**src/design/tracker_follow_detector_core_assert.svh**
```systemverilog
// Assertion helpers for the follow detector core.
`ifndef TRACKER_FOLLOW_DETECTOR_CORE_ASSERT_SVH
`define TRACKER_FOLLOW_DETECTOR_CORE_ASSERT_SVH

// Same-cycle implication under synchronous active-low reset.
`define TFD_ASSERT_NOW(lbl, clk, rst_n, ante, cons) \
    lbl: assert property (@(posedge clk) disable iff (!rst_n) (ante) |-> (cons)) \
        else $error("assertion failed");

// Next-cycle implication under synchronous active-low reset.
`define TFD_ASSERT_NEXT(lbl, clk, rst_n, ante, cons) \
    lbl: assert property (@(posedge clk) disable iff (!rst_n) (ante) |=> (cons)) \
        else $error("assertion failed");

`endif

```
**src/design/tfd_pkg.sv**
```systemverilog
package tfd_pkg;

    localparam logic [1:0] ACT_ADV   = 2'd0;
    localparam logic [1:0] ACT_QUERY = 2'd1;
    localparam logic [1:0] ACT_DWELL = 2'd2;

    localparam logic [1:0] CFG_GAP    = 2'd0;
    localparam logic [1:0] CFG_FOLLOW = 2'd1;
    localparam logic [1:0] CFG_LIVE   = 2'd2;

    localparam logic [31:0] GAP_RESET    = 32'd90000;
    localparam logic [31:0] FOLLOW_RESET = 32'd300000;
    localparam logic [31:0] LIVE_RESET   = 32'd4000;

    localparam logic signed [7:0] NO_LEVEL = -8'sd127;

    typedef struct packed {
        logic start;
        logic step;
        logic update;
        logic report;
    } t_cmd;

    typedef struct packed {
        logic scan_last;
    } t_status;

endpackage

```
**src/design/tfd_ctrl.sv**
```systemverilog
module tfd_ctrl (
    input  logic             i_clk,
    input  logic             i_rst_n,
    input  logic             i_in_valid,
    output logic             o_in_stall,
    output logic             o_out_valid,
    input  logic             i_out_stall,
    input  tfd_pkg::t_status i_status,
    output tfd_pkg::t_cmd    o_cmd
);
    import tfd_pkg::*;

    typedef enum logic [1:0] {S_IDLE, S_SCAN, S_UPDATE, S_REPORT} t_state;

    t_state r_state;
    logic   r_out_valid;
    logic   out_free;

    assign out_free    = !r_out_valid || !i_out_stall;
    assign o_in_stall  = (r_state != S_IDLE);
    assign o_out_valid = r_out_valid;

    always_comb begin
        o_cmd.start  = (r_state == S_IDLE) && i_in_valid;
        o_cmd.step   = (r_state == S_SCAN);
        o_cmd.update = (r_state == S_UPDATE);
        o_cmd.report = (r_state == S_REPORT) && out_free;
    end

    always_ff @(posedge i_clk) begin
        if (!i_rst_n) begin
            r_state     <= S_IDLE;
            r_out_valid <= 1'b0;
        end else begin
            // load a new result, else drop the one the consumer just took
            if (o_cmd.report)      r_out_valid <= 1'b1;
            else if (!i_out_stall) r_out_valid <= 1'b0;
            unique case (r_state)
                S_IDLE: begin
                    if (i_in_valid) r_state <= S_SCAN;
                end
                S_SCAN: begin
                    if (i_status.scan_last) r_state <= S_UPDATE;
                end
                S_UPDATE: begin
                    r_state <= S_REPORT;
                end
                S_REPORT: begin
                    if (out_free) r_state <= S_IDLE;
                end
                default: r_state <= S_IDLE;
            endcase
        end
    end
endmodule

```
**src/design/tfd_dp.sv**
```systemverilog
module tfd_dp #(
    parameter int NUM_CLASSES   = 5,
    parameter int TABLE_ENTRIES = 24,
    parameter int HISTORY_DEPTH = 4
) (
    input  logic               i_clk,
    input  logic               i_rst_n,
    input  tfd_pkg::t_cmd      i_cmd,
    output tfd_pkg::t_status   o_status,
    input  logic [1:0]         i_action,
    input  logic [31:0]        i_now_ms,
    input  logic [2:0]         i_class_kind,
    input  logic [47:0]        i_mac_address,
    input  logic signed [7:0]  i_signal_dbm,
    input  logic               i_lost_mode,
    input  logic               i_cfg_we,
    input  logic [1:0]         i_cfg_index,
    input  logic [31:0]        i_cfg_data,
    output logic               o_class_active,
    output logic               o_class_follow,
    output logic               o_class_separated,
    output logic signed [7:0]  o_smoothed_dbm,
    output logic [2:0]         o_address_count,
    output logic [31:0]        o_dwell_ms,
    output logic signed [7:0]  o_best_live_dbm,
    output logic               o_seen_edge,
    output logic               o_follow_edge
);
    import tfd_pkg::*;

    localparam int KW       = (NUM_CLASSES > 1) ? $clog2(NUM_CLASSES) : 1;
    localparam int TW       = (TABLE_ENTRIES > 1) ? $clog2(TABLE_ENTRIES) : 1;
    localparam int HW       = $clog2(HISTORY_DEPTH);
    localparam int FW       = $clog2(HISTORY_DEPTH + 1);
    localparam int SCAN_LEN = (TABLE_ENTRIES > HISTORY_DEPTH) ? TABLE_ENTRIES : HISTORY_DEPTH;
    localparam int SW       = $clog2(SCAN_LEN);

    // configuration
    logic [31:0] r_gap, r_follow, r_live;

    // captured item
    logic [1:0]        r_action;
    logic [31:0]       r_now;
    logic [2:0]        r_class;
    logic [47:0]       r_mac;
    logic signed [7:0] r_dbm;
    logic              r_lost;

    // per-class state
    logic [31:0]       r_dwell [NUM_CLASSES];
    logic [31:0]       r_last  [NUM_CLASSES];
    logic signed [7:0] r_avg   [NUM_CLASSES];
    logic [15:0]       r_hits  [NUM_CLASSES];
    logic              r_sep   [NUM_CLASSES];
    logic [FW-1:0]     r_fill  [NUM_CLASSES];
    logic [HW-1:0]     r_head  [NUM_CLASSES];
    logic              r_seen_rep [NUM_CLASSES];
    logic              r_fol_rep  [NUM_CLASSES];
    logic [47:0]       r_hist  [NUM_CLASSES][HISTORY_DEPTH];

    // address table
    logic              r_ev [TABLE_ENTRIES];
    logic [47:0]       r_ea [TABLE_ENTRIES];
    logic [2:0]        r_ec [TABLE_ENTRIES];
    logic signed [7:0] r_ed [TABLE_ENTRIES];
    logic [31:0]       r_et [TABLE_ENTRIES];

    // scan results
    logic [SW-1:0]     r_cnt;
    logic              r_hmatch;
    logic              r_tm, r_te, r_to_have;
    logic [TW-1:0]     r_tm_idx, r_te_idx, r_to_idx;
    logic [31:0]       r_to_age;
    logic signed [7:0] r_best;

    logic          in_range;
    logic [KW-1:0] ks;
    logic [TW-1:0] tidx;
    logic [HW-1:0] hidx;
    logic          t_in, h_in;
    logic [31:0]   e_age;

    assign in_range = (32'(r_class) < NUM_CLASSES);
    assign ks       = in_range ? KW'(r_class) : '0;
    assign tidx     = r_cnt[TW-1:0];
    assign hidx     = r_cnt[HW-1:0];
    assign t_in     = (32'(r_cnt) < TABLE_ENTRIES);
    assign h_in     = (32'(r_cnt) < HISTORY_DEPTH) && (32'(r_cnt) < 32'(r_fill[ks]));
    assign e_age    = r_now - r_et[tidx];
    assign o_status.scan_last = (r_cnt == SW'(SCAN_LEN - 1));

    // advertisement update terms
    logic              restart;
    logic              add_hist;
    logic [FW-1:0]     fill0;
    logic [HW-1:0]     head0;
    logic [FW-1:0]     n_fill;
    logic [HW-1:0]     n_head;
    logic [TW-1:0]     slot;
    logic signed [10:0] a_ext, d_ext, s0, s1;
    logic signed [7:0]  avg_new;

    always_comb begin
        restart  = (r_hits[ks] == 16'd0) || ((r_now - r_last[ks]) > r_gap);
        fill0    = restart ? '0 : r_fill[ks];
        head0    = restart ? '0 : r_head[ks];
        add_hist = !(r_hmatch && !restart);
        n_fill   = fill0;
        n_head   = head0;
        if (add_hist) begin
            if (32'(fill0) < HISTORY_DEPTH) n_fill = fill0 + 1'b1;
            else n_head = (head0 == HW'(HISTORY_DEPTH - 1)) ? '0 : head0 + 1'b1;
        end
        slot    = r_tm ? r_tm_idx : (r_te ? r_te_idx : r_to_idx);
        a_ext   = 11'(r_avg[ks]);
        d_ext   = 11'(r_dbm);
        s0      = (a_ext <<< 1) + a_ext + d_ext;
        s1      = s0 + (s0[10] ? 11'sd3 : 11'sd0);
        avg_new = 8'(s1 >>> 2);
    end

    // report terms
    logic act, fol, pair_class;
    always_comb begin
        pair_class = (r_class == 3'd0) || (r_class == 3'd1);
        act = (r_hits[ks] != 16'd0) && ((r_now - r_last[ks]) < r_gap);
        fol = act && ((r_now - r_dwell[ks]) >= r_follow) &&
              (!pair_class || (32'(r_fill[ks]) >= 2) || r_sep[ks]);
    end

    // control state
    always_ff @(posedge i_clk) begin
        if (!i_rst_n) begin
            r_gap    <= GAP_RESET;
            r_follow <= FOLLOW_RESET;
            r_live   <= LIVE_RESET;
            for (int c = 0; c < NUM_CLASSES; c++) begin
                r_dwell[c]    <= '0;
                r_last[c]     <= '0;
                r_avg[c]      <= '0;
                r_hits[c]     <= '0;
                r_sep[c]      <= 1'b0;
                r_fill[c]     <= '0;
                r_head[c]     <= '0;
                r_seen_rep[c] <= 1'b0;
                r_fol_rep[c]  <= 1'b0;
            end
            for (int e = 0; e < TABLE_ENTRIES; e++) r_ev[e] <= 1'b0;
            r_cnt <= '0;
        end else begin
            if (i_cfg_we) begin
                unique case (i_cfg_index)
                    CFG_GAP:    r_gap    <= i_cfg_data;
                    CFG_FOLLOW: r_follow <= i_cfg_data;
                    CFG_LIVE:   r_live   <= i_cfg_data;
                    default: ;
                endcase
            end
            if (i_cmd.start) r_cnt <= '0;
            else if (i_cmd.step && !o_status.scan_last) r_cnt <= r_cnt + 1'b1;

            if (i_cmd.update) begin
                if (r_action == ACT_ADV && in_range) begin
                    if (restart) begin
                        r_dwell[ks] <= r_now;
                        r_sep[ks]   <= r_lost;
                    end else if (r_lost) begin
                        r_sep[ks] <= 1'b1;
                    end
                    r_last[ks] <= r_now;
                    r_avg[ks]  <= (r_hits[ks] != 16'd0) ? avg_new : r_dbm;
                    if (r_hits[ks] != 16'hFFFF) r_hits[ks] <= r_hits[ks] + 16'd1;
                    r_fill[ks] <= n_fill;
                    r_head[ks] <= n_head;
                    r_ev[slot] <= 1'b1;
                end else if (r_action == ACT_DWELL) begin
                    for (int c = 0; c < NUM_CLASSES; c++)
                        if (r_hits[c] != 16'd0) r_dwell[c] <= r_now;
                end
            end

            if (i_cmd.report && r_action == ACT_QUERY && in_range) begin
                if (act && !r_seen_rep[ks]) r_seen_rep[ks] <= 1'b1;
                else if (!act)              r_seen_rep[ks] <= 1'b0;
                if (fol && !r_fol_rep[ks])  r_fol_rep[ks]  <= 1'b1;
                else if (!fol)              r_fol_rep[ks]  <= 1'b0;
            end
        end
    end

    // payload storage and scan accumulators
    always_ff @(posedge i_clk) begin
        if (i_cmd.start) begin
            r_action  <= i_action;
            r_now     <= i_now_ms;
            r_class   <= i_class_kind;
            r_mac     <= i_mac_address;
            r_dbm     <= i_signal_dbm;
            r_lost    <= i_lost_mode;
            r_hmatch  <= 1'b0;
            r_tm      <= 1'b0;
            r_te      <= 1'b0;
            r_to_have <= 1'b0;
            r_tm_idx  <= '0;
            r_te_idx  <= '0;
            r_to_idx  <= '0;
            r_to_age  <= '0;
            r_best    <= NO_LEVEL;
        end
        if (i_cmd.step) begin
            if (h_in && r_hist[ks][hidx] == r_mac) r_hmatch <= 1'b1;
            if (t_in) begin
                if (r_ev[tidx]) begin
                    if (!r_tm && r_ea[tidx] == r_mac) begin
                        r_tm     <= 1'b1;
                        r_tm_idx <= tidx;
                    end
                    if (!r_to_have || e_age > r_to_age) begin
                        r_to_have <= 1'b1;
                        r_to_idx  <= tidx;
                        r_to_age  <= e_age;
                    end
                    if (r_ec[tidx] == r_class && e_age < r_live && r_ed[tidx] > r_best)
                        r_best <= r_ed[tidx];
                end else if (!r_te) begin
                    r_te     <= 1'b1;
                    r_te_idx <= tidx;
                end
            end
        end
        if (i_cmd.update && r_action == ACT_ADV && in_range) begin
            if (add_hist) begin
                if (32'(fill0) < HISTORY_DEPTH) r_hist[ks][HW'(fill0)] <= r_mac;
                else                             r_hist[ks][head0]      <= r_mac;
            end
            r_ea[slot] <= r_mac;
            r_ec[slot] <= r_class;
            r_ed[slot] <= r_dbm;
            r_et[slot] <= r_now;
        end
        if (i_cmd.report) begin
            o_class_active    <= in_range && act;
            o_class_follow    <= in_range && fol;
            o_class_separated <= in_range && r_sep[ks];
            o_smoothed_dbm    <= in_range ? r_avg[ks] : 8'sd0;
            o_address_count   <= !in_range ? 3'd0 :
                                 (32'(r_fill[ks]) > 7) ? 3'd7 : 3'(r_fill[ks]);
            o_dwell_ms        <= in_range ? (r_now - r_dwell[ks]) : 32'd0;
            o_best_live_dbm   <= (in_range && r_action == ACT_QUERY) ? r_best : NO_LEVEL;
            o_seen_edge       <= in_range && r_action == ACT_QUERY && act && !r_seen_rep[ks];
            o_follow_edge     <= in_range && r_action == ACT_QUERY && fol && !r_fol_rep[ks];
        end
    end
endmodule

```
**src/design/tracker_follow_detector_core.sv**
```systemverilog
// Tracker follow detector. Each transaction on the input channel is an
// advertisement, a class status query or a dwell reset, stamped with a
// wrapping millisecond time, and yields exactly one result transaction that
// describes the item's class after the item is applied. One item is in work
// at a time: the controller walks the address table and the class history
// one entry per cycle, then applies the item and loads the result into the
// output register, which waits while the previous result still sits
// unaccepted there; only then is the next item taken.
// The configuration port is always ready; write it only while the block is
// idle. Class codes at or above NUM_CLASSES return an all-zero status with
// a best level of -127 and change nothing, except that a dwell reset still
// restarts the dwell of every class that has been seen.
`include "tracker_follow_detector_core_assert.svh"

module tracker_follow_detector_core #(
    parameter int NUM_CLASSES   = 5,
    parameter int TABLE_ENTRIES = 24,
    parameter int HISTORY_DEPTH = 4
) (
    input  logic              i_clk,
    input  logic              i_rst_n,
    // item channel
    input  logic              i_in_valid,
    output logic              o_in_stall,
    input  logic [1:0]        i_action,
    input  logic [31:0]       i_now_ms,
    input  logic [2:0]        i_class_kind,
    input  logic [47:0]       i_mac_address,
    input  logic signed [7:0] i_signal_dbm,
    input  logic              i_lost_mode,
    // result channel
    output logic              o_out_valid,
    input  logic              i_out_stall,
    output logic              o_class_active,
    output logic              o_class_follow,
    output logic              o_class_separated,
    output logic signed [7:0] o_smoothed_dbm,
    output logic [2:0]        o_address_count,
    output logic [31:0]       o_dwell_ms,
    output logic signed [7:0] o_best_live_dbm,
    output logic              o_seen_edge,
    output logic              o_follow_edge,
    // configuration write channel
    input  logic              i_cfg_valid,
    output logic              o_cfg_ready,
    input  logic [1:0]        i_cfg_index,
    input  logic [31:0]       i_cfg_data
);
    import tfd_pkg::*;

    t_cmd    cmd;
    t_status status;

    // Registers are plain flops: take a write on any cycle.
    assign o_cfg_ready = 1'b1;

    tfd_ctrl u_ctrl (
        .i_clk       (i_clk),
        .i_rst_n     (i_rst_n),
        .i_in_valid  (i_in_valid),
        .o_in_stall  (o_in_stall),
        .o_out_valid (o_out_valid),
        .i_out_stall (i_out_stall),
        .i_status    (status),
        .o_cmd       (cmd)
    );

    tfd_dp #(
        .NUM_CLASSES   (NUM_CLASSES),
        .TABLE_ENTRIES (TABLE_ENTRIES),
        .HISTORY_DEPTH (HISTORY_DEPTH)
    ) u_dp (
        .i_clk             (i_clk),
        .i_rst_n           (i_rst_n),
        .i_cmd             (cmd),
        .o_status          (status),
        .i_action          (i_action),
        .i_now_ms          (i_now_ms),
        .i_class_kind      (i_class_kind),
        .i_mac_address     (i_mac_address),
        .i_signal_dbm      (i_signal_dbm),
        .i_lost_mode       (i_lost_mode),
        .i_cfg_we          (i_cfg_valid && o_cfg_ready),
        .i_cfg_index       (i_cfg_index),
        .i_cfg_data        (i_cfg_data),
        .o_class_active    (o_class_active),
        .o_class_follow    (o_class_follow),
        .o_class_separated (o_class_separated),
        .o_smoothed_dbm    (o_smoothed_dbm),
        .o_address_count   (o_address_count),
        .o_dwell_ms        (o_dwell_ms),
        .o_best_live_dbm   (o_best_live_dbm),
        .o_seen_edge       (o_seen_edge),
        .o_follow_edge     (o_follow_edge)
    );

    // A new result never overwrites one the consumer has not taken.
    `TFD_ASSERT_NOW(a_no_overwrite, i_clk, i_rst_n, cmd.report, !(o_out_valid && i_out_stall))
    // Once an item is taken, hold off the next one.
    `TFD_ASSERT_NEXT(a_busy_after_accept, i_clk, i_rst_n, cmd.start, o_in_stall)
    // Follow implies active.
    `TFD_ASSERT_NOW(a_follow_needs_active, i_clk, i_rst_n, o_out_valid && o_class_follow,
                    o_class_active)
    // A seen edge only on an active class.
    `TFD_ASSERT_NOW(a_seen_edge_active, i_clk, i_rst_n, o_out_valid && o_seen_edge,
                    o_class_active)
endmodule
```
**config.mk**
```make
export PLATFORM = sky130hd
export DESIGN_NAME = tracker_follow_detector_core
export DESIGN_NICKNAME = d
export VERILOG_FILES = /design/src/design/tfd_pkg.sv /design/src/design/tfd_ctrl.sv /design/src/design/tfd_dp.sv /design/src/design/tracker_follow_detector_core.sv
export VERILOG_INCLUDE_DIRS = /design/src /design/src/design
export SDC_FILE = /design/constraint.sdc
export NUM_CORES = 2
export LEC_CHECK = 0
export BUFFER_PORTS_ARGS = -buffer_cell sky130_fd_sc_hd__buf_2
export CORE_MARGIN = 2
export CORE_UTILIZATION = 50
export CTS_BUF_LIST = sky130_fd_sc_hd__clkbuf_8 sky130_fd_sc_hd__clkbuf_16
export CTS_CLUSTER_SIZE = 30
export DETAILED_ROUTE_END_ITERATION = 16
export PLACE_DENSITY = 0.66
export SYNTH_ARGS = -nofsm -noshare
export SYNTH_HDL_FRONTEND = slang
export SYNTH_HIERARCHICAL = 1
export SYNTH_SLANG_ARGS = --single-unit
export TNS_END_PERCENT = 50
```
**constraint.sdc**
```tcl
create_clock -name i_clk -period 15.3 [get_ports i_clk]
set_clock_uncertainty 0.05 [all_clocks]
set_input_delay 1.53 -clock i_clk [delete_from_list [all_inputs] [get_ports i_clk]]
set_output_delay 1.53 -clock i_clk [all_outputs]
set_load 0.02 [all_outputs]
```
# --- Word-level counts from Yosys, hierarchy flattened ---
# Memories as Yosys holds them, arrays and structs flattened. A register that Yosys moved wholly into a read port is not among the register bits.
# Index checks and enable logic that the tools add are counted.
classes:
  n_addsub: 10
  order_cmp: 17
  n_eq_ne: 18
  mux: 387
  n_bitwise: 204
  reduce_logical: 71
ops:
  columns: ["operator", "n"]
  rows:
  - ["192-bit 2-to-1 mux", 2]
  - ["32-bit 2-to-1 mux", 12]
  - ["1-bit 2-to-1 mux", 306]
  - ["1-bit OR", 200]
  - ["48-bit demux with 2-bit select", 2]
  - ["48-bit 2-to-1 mux", 4]
  - ["5-bit 2-to-1 mux", 28]
  - ["48-bit binary-select mux with 2-bit select", 1]
  - ["48-bit == test", 2]
  - ["16-bit nonzero test", 6]
  - ["32-bit subtractor", 3]
  - ["32-bit greater-than comparator", 2]
  - ["32-bit less-than comparator", 2]
  - ["32-bit OR reduction", 2]
  - ["8-bit 2-to-1 mux", 7]
  - ["3-bit 2-to-1 mux", 14]
  - ["32-bit greater-or-equal comparator", 1]
  - ["1-bit logical AND", 29]
  - ["2-bit 2-to-1 mux", 9]
  - ["16-bit by 1-bit adder with 16-bit output, second input constant", 1]
  - ["16-bit logical NOT", 1]
  - ["16-bit 2-to-1 mux", 1]
  - ["16-bit inequality test, second input constant", 1]
  - ["16-bit OR reduction", 1]
  - ["35 further kinds", 70]
totals:
  ff_bits: 313
  mem_bits_rw: 3648
  inputBits: 133
  out_inout_bits: 59
  word_cells: 752
  memories: 15
memory_table:
  columns: ["name", "words", "word_bits", "rd", "rd_clocked_by_memory_dff", "write_ports", "line_no", "rtl"]
  rows:
  - ["u_dp.r_ea", 24, 48, 1, 1, 1, "tfd_dp.sv:63", "logic [47:0] r_ea [TABLE_ENTRIES];"]
  - ["u_dp.r_hist", 5, 192, 1, 0, 1, "tfd_dp.sv:59", "logic [47:0] r_hist [NUM_CLASSES][HISTORY_DEPTH];"]
  - ["u_dp.r_et", 24, 32, 1, 1, 1, "tfd_dp.sv:66", "logic [31:0] r_et [TABLE_ENTRIES];"]
  - ["u_dp.r_ed", 24, 8, 1, 1, 1, "tfd_dp.sv:65", "logic signed [7:0] r_ed [TABLE_ENTRIES];"]
  - ["u_dp.r_dwell", 5, 32, 1, 0, 5, "tfd_dp.sv:50", "logic [31:0] r_dwell [NUM_CLASSES];"]
  - ["u_dp.r_last", 5, 32, 1, 0, 5, "tfd_dp.sv:51", "logic [31:0] r_last [NUM_CLASSES];"]
  - ["+9 memories", null, null, null, null, null, null, null]

# --- Depth between registers and ports, before layout ---
# An unclocked memory read counts as a cell.
logic_depth:
  ltp_word: 16
  mapped_depth: 38
  depth_no_buf: 29

# --- Modules after synthesis ---
# Netlist, hierarchy kept.
modules_own_cells:
  columns: ["mod", "n_inst", "cells_per_inst", "area_per_inst_um2", "seq_area_each_um2"]
  rows:
  - ["tfd_dp", 1, 9766, 163267.8, 117122.3]
  - ["tfd_ctrl", 1, 24, 214.0, 60.1]
  - ["tracker_follow_detector_core", 1, 2, 11.3, 0.0]

# --- Worst setup path before layout ---
# OpenSTA, ideal clock, no wires.
synth_path:
  path_kind: "register -> register"
  from: "register u_dp.r_class[0]"
  to: "memory u_dp/r_hist[0][48] (netlist name), enable pin"
  setup_ns: 0.520
  arrival_ns: 11.007
  t_required_ns: 14.730
  setup_slack_ns: 3.723
  stages_incl_launch_ff: 38
  n_path_buf: 9
  path_cell_list: "edfxtp_1 > buf_4 > buf_4 > buf_2 > buf_4 > buf_4 > buf_2 > buf_2 > buf_2 > buf_2 > mux2_2 > o22ai_1 > a31oi_1 > ha_1 > fa_1 > nand2b_1 > a21oi_1 > o221ai_1 > [... 2 more ...] > o21ai_0 > o211ai_1 > o21ai_0 > xor2_1 > ha_1 > nand4_1 > nor2_1 > and3_1 > and4_1 > a221oi_1 > o21a_1 > o211ai_1 > a21oi_1 > nand2_1 > inv_1 > ha_1 > nand2_1 > o21ai_0"
synth_via:
  elab_chain_len: 14
synth_lines:
  columns: ["element", "line_no", "rtl"]
  rows:
  - ["start, declared", "tfd_dp.sv:44", "logic [2:0] r_class;"]
  - ["start signal, assigned", "tfd_dp.sv:196", "r_class <= i_class_kind;"]
  - ["3-bit less-than comparator", "tfd_dp.sv:83", "assign in_range = (32'(r_class) < NUM_CLASSES);"]
  - ["3-bit 2-to-1 mux", "tfd_dp.sv:84", "assign ks = in_range ? KW'(r_class) : '0;"]
  - ["memory 5 x 32 bit", null, null]
  - ["32-bit subtractor", "tfd_dp.sv:104", "restart = (r_hits[ks] == 16'd0) || ((r_now - r_last[ks]) > r_gap);"]
  - ["32-bit greater-than comparator", "tfd_dp.sv:104", null]
  - ["1-bit logical OR", "tfd_dp.sv:104", null]
  - ["3-bit 2-to-1 mux / 2-bit 2-to-1 mux (equally long branches)", "tfd_dp.sv:105, tfd_dp.sv:106", null]
  - ["2-bit NOT with 3-bit output (on tied branches)", "tfd_dp.sv:233, tfd_dp.sv:234", null]
  - ["3-bit greater-or-equal comparator (implied by the code) (tied with other cells)", "tfd_dp.sv:233", "if (32'(fill0) < HISTORY_DEPTH) r_hist[ks][HW'(fill0)] <= r_mac;"]
  - ["1-bit logical AND (on tied branches)", "tfd_dp.sv:233, tfd_dp.sv:234", null]
  - ["48-bit 2-to-1 mux (on tied branches)", "tfd_dp.sv:233, tfd_dp.sv:234", null]
  - ["48-bit demux with 2-bit select (on tied branches)", "tfd_dp.sv:233, tfd_dp.sv:234", null]
  - ["192-bit 2-to-1 mux (on tied branches)", "tfd_dp.sv:233, tfd_dp.sv:234", null]
  - ["1-bit OR (no source line)", null, null]
  - ["end, declared", "tfd_dp.sv:59", null]
# Parallel ways exist; a longest one is shown, timed or not.

# --- Final worst setup path ---
layout_path:
  from: "register u_dp.r_class[0]"
  to: "memory u_dp/r_hist[2][11] (netlist name), enable pin"
# Same word-level chain as after synthesis.

==> summary.txt <==
Routing
  – WL/cell: between 30 and 40 µm
  – DR vias/cell: 6.36
  – Routed Antenna Nets: 0
  – DRT iter0 DRCs: around 12000
  – First-pass DRT Iterations: 8
  – Routed WL: approximately 470000 µm
  – Drt drc: 0
  – Vias: roughly 94000

CTS
  – Num CTS Buffers: 398
  – Post-CTS setup buffers: 0
  – H-tree depth: 5
  – Worst-Skew Late Latency: ~960 ps
  – Hold_buf cts: 0
  – Clock Sink Count: between 3000 and 4000
  – Clock-pin slew on the worst setup and hold paths: roughly 60 ps
  – Clock Tree Root: clkbuf_16
  – CTS tree: done
  – Post_cts resized: 0
  – Max Root-Sink Buffers: 4

Timing
  – Fin. Hold Viols: 0
  – WHS: ~380 ps
  – Worst-margin pin slew: about 1300 ps
  – Final setup viols: 0
  – Slew headroom: under 10%
  – Fmax achieved: 0.0935 GHz
  – Fin crit period: between 10000 and 15000 ps
  – Fin crit share: a little over two thirds
  – Final setup TNS: 0 ps
  – RSZ-0062 raised after global routing: no
  – Fin. max-slew vios: 0

Min path
  – Worst hold start: u_dp/r_ev[28]
  – Hold Path Class: flip-flop to flip-flop

Critical path
  – Reg2reg start: u_dp/r_class[0]
  – Startpoint class of the critical path: flip-flop
  – CP top delay family: compound AO/OA/AOI/OAI gates
  – CP arrival: between 10000 and 15000 ps
  – Critical path endpoint category: flip-flop
  – Critical Path RT: roughly 16000 ps
  – Setup CP Type: flip-flop to flip-flop
  – Slowest Stage Delay on Critical Path: between 1000 and 1500 ps
  – Most frequent CP cell: buf_4
  – CP Max Fanout: between 50 and 60
  – Worst Setup SP: u_dp/r_class[0]
  – Bufs and invs on worst path: 5
  – Critical path's slowest cell: a32oi_1

Layout
  – Share of cells above drive strength 1: between 10% and 20%
  – Area added between synthesis and finish: 12.2%
  – Layout Nets: approximately 11000

Pwr
  – Peak supply drop: approximately 140 µV
  – Pwr Density: about 160 nW/µm²
  – Lkg Pwr: between 60 and 70 nW
  – Switching power: a little under 9 mW
  – Sw Share: between 30% and 40%
  – Final Power: a little under 30 mW
  – Combinational share of power: around a quarter
  – Clk pwr share: approximately 33%
  – Power Internal: 20.4 mW
  – Sequential Power Share: roughly 44%

Global routing
  – Total track usage: about 28%
  – Pin count of the biggest net entering global routing: between 100 and 150
  – Initial antenna violation count: 19
  – First-pass GRT wire length: ~670000 µm
  – GRT overflow: 0
  – Vias in the first global route: between 90000 and 100k

Logic synthesis
  – Largest area contributor in the netlist: edfxtp_1
  – Top cell type's share of synthesized area: ~69%
  – Dominant register cell in the synthesized netlist: edfxtp_1
  – Syn Nets: ~10000
  – Yosys reg bits: roughly 4000
  – Count of cell types in the netlist: 90
  – Synth warnings: 6
  – Synthesized area: 163000 µm²
  – Post-synth EDFFs: roughly 3800
  – Register area share after synthesis: 71.7%
  – Async SR Flop Fraction: 0%
  – Syn avg cell area: roughly 17 µm²
  – Mapped Cells: a little under 10000
  – Main area contributors after synthesis: edfxtp_1 (69%), mux4_2 (8.0%), dfxtp_1 (2.6%)

Place
  – Port Buffers: 190
  – Gpl congestion: 0.890
  – HPWL Detailed: 276000 µm

Floorplanning
  – Die Ht: ~580 µm
  – Die span in x: approximately 580 µm
  – Initial Util: between 50% and 60%
  – Full die area: between 300000 and 400000 µm²
  – Core Footprint: about 320000 µm²
  – Top Ports: 192
  – Row count: about 210

Run
  – Maximum Capacitance Violations: 0

Run status
  – Status: finished clean
## layer usage
layer | GRT usage, % | part of all wire [%]
met5 | 0 | 0.0072
met4 | 11.5 | 4.5
met2 | 45.1 | 48
met3 | 3.56 | 8.9
met1 | 38.7 | 39
## cell usage after synthesis (14+ instances only)
cell / number
a211o_1: 17
a211oi_1: 21
a21boi_0: 83
a21o_1: 78
a21oi_1: 335
a221oi_1: 40
a22o_1: 16
a22oi_1: 52
a311oi_1: 77
a31oi_1: 84
and2_1: 203
and3_1: 33
buf_1: 48
buf_2: 114
buf_4: 34
buf_6: 14
clkbuf_1: 318
dfxtp_1: 215
edfxtp_1: 3759
ha_1: 257
inv_1: 184
mux2_2: 238
mux2i_1: 266
mux4_2: 579
nand2_1: 829
nand2b_1: 40
nand3_1: 136
nand4_1: 58
nor2_1: 414
nor2b_1: 191
nor3_1: 91
nor4_1: 40
o211ai_1: 47
o21a_1: 56
o21ai_0: 154
o221ai_1: 102
o22ai_1: 158
o31ai_1: 14
or2_2: 17
xnor2_1: 106
xor2_1: 84
## power by group through the flow
stage | registers [mW] | logic, mW | clock network [mW]
final | 12.8 | 6.83 | 9.55
after detailed placement | 13.0 | 6.75 | 0
after global placement | 13.0 | 6.61 | 0
after floorplan | 13.2 | 4.14 | 0
after CTS | 12.8 | 6.78 | 9.66
after global routing | 12.8 | 7.33 | 10.1
## state kept, by name, indices dropped and copies added, names as in the netlist, 15 cells and up, named ones only
register / flops
u_dp/r_to_age: 32
u_dp/r_ec: 72
u_dp/r_mac: 48
u_dp/r_hist: 960
u_dp/r_ev: 32
u_dp/r_dwell: 160
u_dp/r_gap: 32
u_dp/r_avg: 40
u_dp/r_hits: 80
u_dp/r_et: 768
u_dp/r_follow: 32
u_dp/r_live: 32
u_dp/o_dwell_ms: 32
u_dp/r_fill: 15
u_dp/r_last: 160
u_dp/r_ed: 192
u_dp/r_now: 32
u_dp/r_ea: 1152
## final timing paths
| path | end | slack, ps | cells after the start |
|---|---|---|---|
| max | u_dp/r_hist[2][11] | 4600 | 32 |
| min | u_dp/r_ev[28] | 380 | 1 |
| max reg2reg | u_dp/r_hist[2][11] | 4600 | 32 |
| min reg2reg | u_dp/r_ev[28] | 380 | 1 |
## cell usage in the layout, fill, tap and decap left out, drive strengths merged, types with 103 or more instances in the layout
| cell type | synthesis | routed |
|---|---|---|
| edfxtp | 3759 | 3759 |
| nand2 | 830 | 830 |
| mux4 | 579 | 579 |
| buf | 211 | 528 |
| nor2 | 414 | 414 |
| clkbuf | 318 | 408 |
| a21oi | 335 | 335 |
| inv | 188 | 295 |
| mux2i | 266 | 266 |
| ha | 257 | 257 |
| mux2 | 240 | 240 |
| dfxtp | 215 | 215 |
| and2 | 205 | 205 |
| nor2b | 191 | 191 |
| clkinv | 3 | 175 |
| o21ai | 159 | 159 |
| o22ai | 158 | 158 |
| nand3 | 136 | 136 |
| xnor2 | 106 | 106 |
| o221ai | 103 | 103 |
## through the flow
step	cell area (µm²)	worst slack, ps	instances	util, %
2_1_floorplan	163000	3720	9792	-
3_3_place_gp	171000	4910	14100	52.5
3_5_place_dp	171000	4750	14100	52.5
4_1_cts	183000	4730	14800	56.5
5_1_grt	183000	3930	14800	56.5
6_report	183000	4600	14900	56.5
## cells by family after synthesis
kind of cell	count (synthesis)	share of synthesized area, %
flops	3974	71.7
simple gates	2114	6.08
compound gates	1440	5.98
mux	1085	11.3
buf+inv	720	1.89
fa+ha+maj	268	2.10
xor+xnor	190	1.02
other cells	1	0.00229
## worst register-to-register path: cells and delay by family, from the launching register on
kind	cells	cell delay, ps
buffers and inverters	5	2370
muxes	1	480
adders and majority gates	4	1200
xor gates and xnor gates	1	140
and+or+nand+nor	9	1560
AOI/OAI and AO/OA	12	4210
DFF	1	320
## area by class of cell
cell class | instances | area, µm²
antenna | 10 | 25.0
fill | 24900 | 141000
clock inverter | 324 | 2560
tap | 4325 | 5410
sequential | 3974 | 117000
clock buffer | 408 | 10200
inverter | 191 | 724
multi-input combinational | 5098 | 43700
timing repair buffer | 528 | 3580
Note: power is estimated with default switching activity, not from simulation.
